==> config.mk <==
export PLATFORM = sky130hd
export DESIGN_NAME = free_block_fit_search
export DESIGN_NICKNAME = d
export VERILOG_FILES = /design/src/fbfs_pkg.sv /design/src/fbfs_ram.sv /design/src/fbfs_ctrl.sv /design/src/fbfs_dp.sv /design/src/free_block_fit_search.sv
export VERILOG_INCLUDE_DIRS = /design/src /design/src/src
export SDC_FILE = /design/constraint.sdc
export NUM_CORES = 1
export LEC_CHECK = 0
export ABC_AREA = 1
export BUFFER_PORTS_ARGS = -buffer_cell sky130_fd_sc_hd__clkbuf_2
export CORE_ASPECT_RATIO = 1.4
export CORE_UTILIZATION = 56
export DETAILED_ROUTE_END_ITERATION = 16
export HOLD_SLACK_MARGIN = 0.12
export PLACE_DENSITY_LB_ADDON = 0.12
export SYNTH_ARGS = -nofsm -noshare
export SYNTH_HDL_FRONTEND = slang
export SYNTH_SLANG_ARGS = --single-unit
==> constraint.sdc <==
create_clock -name clk -period 10 [get_ports clk]
set_input_delay 2 -clock clk [delete_from_list [all_inputs] [get_ports clk]]
set_output_delay 2 -clock clk [all_outputs]
set_load 0.03 [all_outputs]
==> src/free_block_fit_search_macros.svh <==
// Assertion macros for the free block fit search.
// Used by files that assert; relies on clk and rst_n in the including module.
`ifndef FREE_BLOCK_FIT_SEARCH_MACROS_SVH
`define FREE_BLOCK_FIT_SEARCH_MACROS_SVH

`ifndef SYNTHESIS
`define FBFS_ASSERT(label, prop, msg) \
    label: assert property (@(posedge clk) disable iff (!rst_n) (prop)) else $error(msg);
`define FBFS_ASSERT_NEXT(label, ante, cons, msg) \
    label: assert property (@(posedge clk) disable iff (!rst_n) (ante) |=> (cons)) \
        else $error(msg);
`else
`define FBFS_ASSERT(label, prop, msg)
`define FBFS_ASSERT_NEXT(label, ante, cons, msg)
`endif

`endif

==> src/fbfs_pkg.sv <==
// Package for the free block fit search: defaults, codes, payload and control types.
// No dependencies.
package fbfs_pkg;

    localparam int FBFS_ENTRIES   = 16;
    localparam int FBFS_SIZE_BITS = 32;
    localparam int FBFS_ID_BITS   = 16;

    localparam int CMD_W     = 2;
    localparam int IN_SIZE_W = 32;
    localparam int IN_ID_W   = 16;
    localparam int OUT_ID_W  = 16;

    typedef enum logic [CMD_W-1:0] {
        CMD_CLEAR  = 2'd0,
        CMD_APPEND = 2'd1,
        CMD_QUERY  = 2'd2
    } cmd_t;

    typedef enum logic [1:0] {
        ST_IDLE,
        ST_SCAN,
        ST_DRAIN,
        ST_FINISH
    } state_t;

    typedef struct packed {
        logic [CMD_W-1:0]     command;
        logic [IN_SIZE_W-1:0] block_size;
        logic [IN_ID_W-1:0]   block_id;
        logic [IN_SIZE_W-1:0] request_size;
    } in_req_t;

    typedef struct packed {
        logic                first_found;
        logic [OUT_ID_W-1:0] first_id;
        logic                best_found;
        logic [OUT_ID_W-1:0] best_id;
        logic                worst_found;
        logic [OUT_ID_W-1:0] worst_id;
    } out_res_t;

    typedef struct packed {
        logic clear_count;
        logic append;
        logic start;
        logic rd_en;
        logic publish;
    } dp_cmd_t;

    typedef struct packed {
        logic empty;
        logic last_issue;
        logic out_full;
    } dp_status_t;

endpackage

==> src/fbfs_ram.sv <==
// Generic single-write, single-read RAM with registered read data.
// No dependencies.
module fbfs_ram #(
    parameter int WIDTH = 8,
    parameter int DEPTH = 16
) (
    input  logic                     clk,
    input  logic                     wr_en,
    input  logic [$clog2(DEPTH)-1:0] wr_addr,
    input  logic [WIDTH-1:0]         wr_data,
    input  logic                     rd_en,
    input  logic [$clog2(DEPTH)-1:0] rd_addr,
    output logic [WIDTH-1:0]         rd_data
);

    logic [WIDTH-1:0] mem [DEPTH];
    logic [WIDTH-1:0] rd_data_reg;

    always_ff @(posedge clk)
    begin
        if (wr_en)
        begin
            mem[wr_addr] <= wr_data;
        end
        if (rd_en)
        begin
            rd_data_reg <= mem[rd_addr];
        end
    end

    assign rd_data = rd_data_reg;

endmodule

==> src/fbfs_ctrl.sv <==
// Controller for the free block fit search: request decode and scan sequencing.
// Depends on fbfs_pkg.
module fbfs_ctrl (
    input  logic                   clk,
    input  logic                   rst_n,
    input  logic                   in_valid,
    output logic                   in_ready,
    input  logic [fbfs_pkg::CMD_W-1:0] command,
    input  logic                   out_ready,
    input  fbfs_pkg::dp_status_t   status,
    output fbfs_pkg::dp_cmd_t      cmd
);
    import fbfs_pkg::*;

    state_t state_reg;
    state_t state_next;

    always_ff @(posedge clk or negedge rst_n)
    begin
        if (!rst_n)
        begin
            state_reg <= ST_IDLE;
        end
        else
        begin
            state_reg <= state_next;
        end
    end

    always_comb
    begin
        state_next = state_reg;
        in_ready   = 1'b0;
        cmd        = '0;
        case (state_reg)
            ST_IDLE:
            begin
                in_ready = 1'b1;
                if (in_valid)
                begin
                    case (command)
                        CMD_CLEAR:  cmd.clear_count = 1'b1;
                        CMD_APPEND: cmd.append      = 1'b1;
                        CMD_QUERY:
                        begin
                            cmd.start  = 1'b1;
                            state_next = status.empty ? ST_FINISH : ST_SCAN;
                        end
                        default: ;
                    endcase
                end
            end
            ST_SCAN:
            begin
                cmd.rd_en = 1'b1;
                if (status.last_issue)
                begin
                    state_next = ST_DRAIN;
                end
            end
            ST_DRAIN:
            begin
                state_next = ST_FINISH;
            end
            ST_FINISH:
            begin
                if (!status.out_full || out_ready)
                begin
                    cmd.publish = 1'b1;
                    state_next  = ST_IDLE;
                end
            end
            default:
            begin
                state_next = ST_IDLE;
            end
        endcase
    end

endmodule

==> src/fbfs_dp.sv <==
// Datapath for the free block fit search: block table, fit accumulators, result register.
// Depends on fbfs_pkg, fbfs_ram and free_block_fit_search_macros.svh.
`include "free_block_fit_search_macros.svh"

module fbfs_dp #(
    parameter int ENTRIES   = fbfs_pkg::FBFS_ENTRIES,
    parameter int SIZE_BITS = fbfs_pkg::FBFS_SIZE_BITS,
    parameter int ID_BITS   = fbfs_pkg::FBFS_ID_BITS
) (
    input  logic                 clk,
    input  logic                 rst_n,
    input  fbfs_pkg::dp_cmd_t    cmd,
    input  fbfs_pkg::in_req_t    in_data,
    input  logic                 out_ready,
    output fbfs_pkg::dp_status_t status,
    output logic                 out_valid,
    output fbfs_pkg::out_res_t   out_data
);
    import fbfs_pkg::*;

    localparam int IW = $clog2(ENTRIES);
    localparam int CW = $clog2(ENTRIES + 1);
    localparam int WW = SIZE_BITS + ID_BITS;

    logic [CW-1:0]        count_reg, count_next;
    logic [IW-1:0]        rd_addr_reg, rd_addr_next;
    logic                 dv_reg;
    logic [SIZE_BITS-1:0] req_reg;
    logic                 out_valid_reg, out_valid_next;
    out_res_t             out_data_reg;

    logic                 f_ok_reg, b_ok_reg, w_ok_reg;
    logic [ID_BITS-1:0]   f_id_reg, b_id_reg, w_id_reg;
    logic [SIZE_BITS-1:0] b_sz_reg, w_sz_reg;

    logic                 wr_en;
    logic [WW-1:0]        wr_data;
    logic [WW-1:0]        rd_data;
    logic [SIZE_BITS-1:0] s;
    logic [ID_BITS-1:0]   id;
    logic                 fits;

    assign wr_en   = cmd.append && (count_reg < CW'(ENTRIES));
    assign wr_data = {SIZE_BITS'(in_data.block_size), ID_BITS'(in_data.block_id)};

    fbfs_ram #(
        .WIDTH (WW),
        .DEPTH (ENTRIES)
    ) u_table (
        .clk     (clk),
        .wr_en   (wr_en),
        .wr_addr (count_reg[IW-1:0]),
        .wr_data (wr_data),
        .rd_en   (cmd.rd_en),
        .rd_addr (rd_addr_reg),
        .rd_data (rd_data)
    );

    assign s    = rd_data[WW-1:ID_BITS];
    assign id   = rd_data[ID_BITS-1:0];
    assign fits = dv_reg && !(s < req_reg);

    always_comb
    begin
        count_next = count_reg;
        if (cmd.clear_count)
        begin
            count_next = '0;
        end
        else if (wr_en)
        begin
            count_next = count_reg + CW'(1);
        end

        rd_addr_next = rd_addr_reg;
        if (cmd.start)
        begin
            rd_addr_next = '0;
        end
        else if (cmd.rd_en)
        begin
            rd_addr_next = rd_addr_reg + IW'(1);
        end

        out_valid_next = out_valid_reg;
        if (cmd.publish)
        begin
            out_valid_next = 1'b1;
        end
        else if (out_valid_reg && out_ready)
        begin
            out_valid_next = 1'b0;
        end
    end

    always_ff @(posedge clk or negedge rst_n)
    begin
        if (!rst_n)
        begin
            count_reg     <= '0;
            rd_addr_reg   <= '0;
            dv_reg        <= 1'b0;
            out_valid_reg <= 1'b0;
            f_ok_reg      <= 1'b0;
            b_ok_reg      <= 1'b0;
            w_ok_reg      <= 1'b0;
        end
        else
        begin
            count_reg     <= count_next;
            rd_addr_reg   <= rd_addr_next;
            dv_reg        <= cmd.rd_en;
            out_valid_reg <= out_valid_next;
            if (cmd.start)
            begin
                f_ok_reg <= 1'b0;
                b_ok_reg <= 1'b0;
                w_ok_reg <= 1'b0;
            end
            else if (fits)
            begin
                f_ok_reg <= 1'b1;
                b_ok_reg <= 1'b1;
                if (s != '0)
                begin
                    w_ok_reg <= 1'b1;
                end
            end
        end
    end

    always_ff @(posedge clk)
    begin
        if (cmd.start)
        begin
            req_reg  <= SIZE_BITS'(in_data.request_size);
            f_id_reg <= '0;
            b_id_reg <= '0;
            w_id_reg <= '0;
            b_sz_reg <= '0;
            w_sz_reg <= '0;
        end
        else if (fits)
        begin
            if (!f_ok_reg)
            begin
                f_id_reg <= id;
            end
            if (!b_ok_reg || (s < b_sz_reg))
            begin
                b_sz_reg <= s;
                b_id_reg <= id;
            end
            if ((s != '0) && (!w_ok_reg || (s > w_sz_reg)))
            begin
                w_sz_reg <= s;
                w_id_reg <= id;
            end
        end
        if (cmd.publish)
        begin
            out_data_reg.first_found <= f_ok_reg;
            out_data_reg.first_id    <= OUT_ID_W'(f_id_reg);
            out_data_reg.best_found  <= b_ok_reg;
            out_data_reg.best_id     <= OUT_ID_W'(b_id_reg);
            out_data_reg.worst_found <= w_ok_reg;
            out_data_reg.worst_id    <= OUT_ID_W'(w_id_reg);
        end
    end

    assign status.empty      = (count_reg == '0);
    assign status.last_issue = (CW'(rd_addr_reg) == (count_reg - CW'(1)));
    assign status.out_full   = out_valid_reg;
    assign out_valid         = out_valid_reg;
    assign out_data          = out_data_reg;

    `FBFS_ASSERT(a_rd_in_range, !cmd.rd_en || (CW'(rd_addr_reg) < count_reg), "read past count")
    `FBFS_ASSERT(a_wr_not_full, !wr_en || (count_reg < CW'(ENTRIES)), "append into full table")
    `FBFS_ASSERT(a_publish_free, !cmd.publish || !out_valid_reg || out_ready, "result overwritten")
    `FBFS_ASSERT(a_fit_flags, (f_ok_reg == b_ok_reg) && (!w_ok_reg || f_ok_reg), "fit flags disagree")
    `FBFS_ASSERT_NEXT(a_scan_static, cmd.rd_en, $stable(count_reg), "table changed during scan")

endmodule

==> src/free_block_fit_search.sv <==
// Top level of the free block fit search: controller plus datapath.
// Depends on fbfs_pkg, fbfs_ctrl, fbfs_dp and fbfs_ram.
//
// Keeps up to ENTRIES free blocks (size, id) in order in a single-port-read RAM. A clear or
// append request is accepted in the idle state and gives no result; an append to a full table is
// dropped. A query reads the stored blocks one per cycle through the RAM read port, so it
// steps through the request, one read per block, the final compare and the result load (only
// the request and the result load on an empty table), and it waits before the result load if
// the previous result has not been taken yet. Results sit in an output register, so a new
// request may be accepted while a result waits.
module free_block_fit_search #(
    parameter int ENTRIES   = fbfs_pkg::FBFS_ENTRIES,
    parameter int SIZE_BITS = fbfs_pkg::FBFS_SIZE_BITS,
    parameter int ID_BITS   = fbfs_pkg::FBFS_ID_BITS
) (
    input  logic               clk,
    input  logic               rst_n,
    input  logic               in_valid,
    output logic               in_ready,
    input  fbfs_pkg::in_req_t  in_data,
    output logic               out_valid,
    input  logic               out_ready,
    output fbfs_pkg::out_res_t out_data
);
    import fbfs_pkg::*;

    dp_cmd_t    cmd;
    dp_status_t status;

    fbfs_ctrl u_ctrl (
        .clk       (clk),
        .rst_n     (rst_n),
        .in_valid  (in_valid),
        .in_ready  (in_ready),
        .command   (in_data.command),
        .out_ready (out_ready),
        .status    (status),
        .cmd       (cmd)
    );

    fbfs_dp #(
        .ENTRIES   (ENTRIES),
        .SIZE_BITS (SIZE_BITS),
        .ID_BITS   (ID_BITS)
    ) u_dp (
        .clk       (clk),
        .rst_n     (rst_n),
        .cmd       (cmd),
        .in_data   (in_data),
        .out_ready (out_ready),
        .status    (status),
        .out_valid (out_valid),
        .out_data  (out_data)
    );

endmodule
==> impl_metrics.env <==
export IMPL_outcome="completed"
export IMPL_clock_skew_ns=0.0165
export IMPL_reg2reg_from="u_dp.u_table.rd_data[47]"
export IMPL_clock_root_buffer="clkbuf_16"
export IMPL_critPathLaunchType="input port"
export IMPL_clk_latency_ns=0.65
export IMPL_grt_max_degree=111
export IMPL_antenna_found_initial=4
export IMPL_cts_tree="yes"
export IMPL_synth_edff_count=898
export IMPL_avgSynthCellArea_um2=12.3
export IMPL_tightest_slew_ns=1.11
export IMPL_ir_drop_mv=0.200
export IMPL_post_cts_buffers=0
export IMPL_worst_hold_path_type="reg2reg"
export IMPL_yosys_warnings=0
export IMPL_multiInputGateArea_um2=10400
export IMPL_post_drt_wl_per_cell_um=21.9
export IMPL_synth_cell_type_count=32
export IMPL_cts_max_level=3
export IMPL_die_width_um=232
export IMPL_fp_dieH_um=324
export IMPL_tns_ns=0
export IMPL_hold_viol=0
export IMPL_ff2ff_path_depth=12
export IMPL_num_rows=117
export IMPL_slew_headroom=0.261
export IMPL_required_ns=10.30
export IMPL_num_fill_cells=5459
export IMPL_core_area_um2=72900
export IMPL_slew_viol_final=0
export IMPL_drc=0
export IMPL_die_area_um2=75000
export IMPL_clockBufferDepth=3
export IMPL_vias=26600
export IMPL_async_flop_share=0.0146
export IMPL_final_nets=3602
export IMPL_min_to="u_dp.out_data[39]"
export IMPL_cts_resized=0
export IMPL_holdWs_ns=0.431
export IMPL_clk_pin_slew_ns=0.06
export IMPL_synth_top_area_cell="edfxtp_1"
export IMPL_syn_area_um2=41400
export IMPL_yosysTopAreaCellShare=0.652
export IMPL_vias_per_cell=5.99
export IMPL_period_share=0.461
export IMPL_crit_arrival_ns=4.91
export IMPL_largest_register_ff_count=768
export IMPL_drv_cap=0
export IMPL_ys_seq_area_frac=0.715
export IMPL_min_path_cells=0
export IMPL_dr_pass1_iters=6
export IMPL_layout_common_cells="edfxtp_1 (898), nor2_1 (554), o21ai_0 (398)"
export IMPL_r2r_end="u_dp.b_id_reg[1]"
export IMPL_numClockSinks=1025
export IMPL_rrSetupSlack_ns=5.86
export IMPL_grt_pass1_vias=26300
export IMPL_io_pins=139
export IMPL_syn_to_final_growth_pct=11.1
export IMPL_path_max_fanout=25
export IMPL_ant_nets=0
export IMPL_p_per_area_nw_per_um2=293
export IMPL_synthCells=3353
export IMPL_finalSetupViolations=0
export IMPL_synthFlopType="edfxtp_1"
export IMPL_leakagePower_uw=0.0165
export IMPL_cts_hold_buffers=0
export IMPL_drt_total_wl_mm=97.3
export IMPL_fmax_ghz=0.217
export IMPL_layout_commonest_cell="edfxtp_1"
export IMPL_ys_top_cells_by_area="edfxtp_1 (65%), dfxtp_1 (5.4%), nor2_1 (5.2%)"
export IMPL_numCtsBuffers=95
export IMPL_hold_start="u_dp.f_id_reg[5]"
export IMPL_grt_pass1_wl_mm=149
export IMPL_io_buffers=138
export IMPL_end_kind="flip-flop"
export IMPL_grt_usage=0.260
export IMPL_gr_total_overflow=0
export IMPL_syn_num_nets=3542
export IMPL_synth_seq_cells=1025
export IMPL_drive_above_1_share=0.103
export IMPL_dp_hpwl_mm=54.3
export IMPL_start_util=0.568
export IMPL_path_class="in2reg"
export IMPL_drt_iter0_markers=2578
export IMPL_period_minus_slack_ns=4.61
export IMPL_rsz0062_at_grt="no"
export IMPL_regArea_um2=29600
export IMPL_gp_congestion=0.867
[cells by family (layout without fill, tap and decap cells)]
family	count (synthesis)	after routing	share of synthesized area
xor+xnor	4	4	0.000847
fa+ha+maj	103	103	0.0311
buf+inv	403	543	0.0381
flops	1025	1025	0.715
other cells	0	1	0
compound gates	770	770	0.112
simple gates	1048	1048	0.104
[through the flow]
step | area, um2 | utilization | setup slack, ns | std cells | total power [uW]
final | 46000 | 0.631 | 5.39 | 4446 | 13500
after global routing | 46000 | 0.631 | 5.14 | 4445 | 14200
after CTS | 46000 | 0.631 | 5.40 | 4445 | 13500
after detailed placement | 42900 | 0.588 | 4.71 | 4268 | 9950
after global placement | 42900 | 0.588 | 4.84 | 4268 | 9760
after floorplan | 41400 | - | 4.61 | 3353 | 8570
[metal layers]
layer | share of wire | wire [um] | vias up | track usage
li1 | - | - | 12300 | -
met1 | 0.40 | 38900 | 13200 | 0.328
met2 | 0.51 | 49900 | 946 | 0.459
met3 | 0.059 | 5710 | 175 | 0.0318
met4 | 0.029 | 2850 | 4 | 0.0944
met5 | 0.00025 | 24 | - | 0
[worst max-delay path, cell delays in order]
cell and delay [ns]:
clkbuf_2 0.10, nand3b_1 0.26, nor3_1 0.64, nand2_1 0.45, nor2_4 0.88, buf_4 0.53
[synthesized netlist by cell type (all sizes together) (15+ instances only)]
cell and n:
a21oi 119, buf 50, clkbuf 166, dfrtp 15, dfxtp 112, edfxtp 898
ha 103, inv 185, nand2 269, nand3 126, nand4 64, nor2 572
o211ai 49, o21ai 398, o221ai 146, o22ai 49
[power by group]
group	internal [uW]	leakage [uW]	total [uW]	switching, uW
clock	2030	0.00150	3580	1560
sequential	5250	0.00923	5670	423
combinational	1240	0.00579	4220	2980
total	8520	0.0165	13500	4960
[final cells by class]
class                      instances  share of cell area
inverter                         187              0.0155
timing repair buffer             179              0.0217
clock buffer                     115              0.0554
tap                              952              0.0259
sequential                      1025               0.644
multi-input combinational       1925               0.226
clock inverter                    62              0.0119
antenna                            1           0.0000544
[worst max path at each step]
stage,startpoint,cells past startpoint,slack (ns),endpoint
2_1_floorplan,in_data[81],4,4.61,u_dp.u_table.mem[15][0]
3_3_place_gp,in_data[81],6,4.84,u_dp.u_table.mem[2][28]
3_5_place_dp,in_data[81],6,4.71,u_dp.u_table.mem[2][30]
4_1_cts,in_data[81],6,5.40,u_dp.u_table.mem[2][31]
5_1_grt,in_data[81],6,5.14,u_dp.u_table.mem[2][31]
6_report,in_data[81],6,5.39,u_dp.u_table.mem[2][28]
Power figures use the tool's default switching activity.
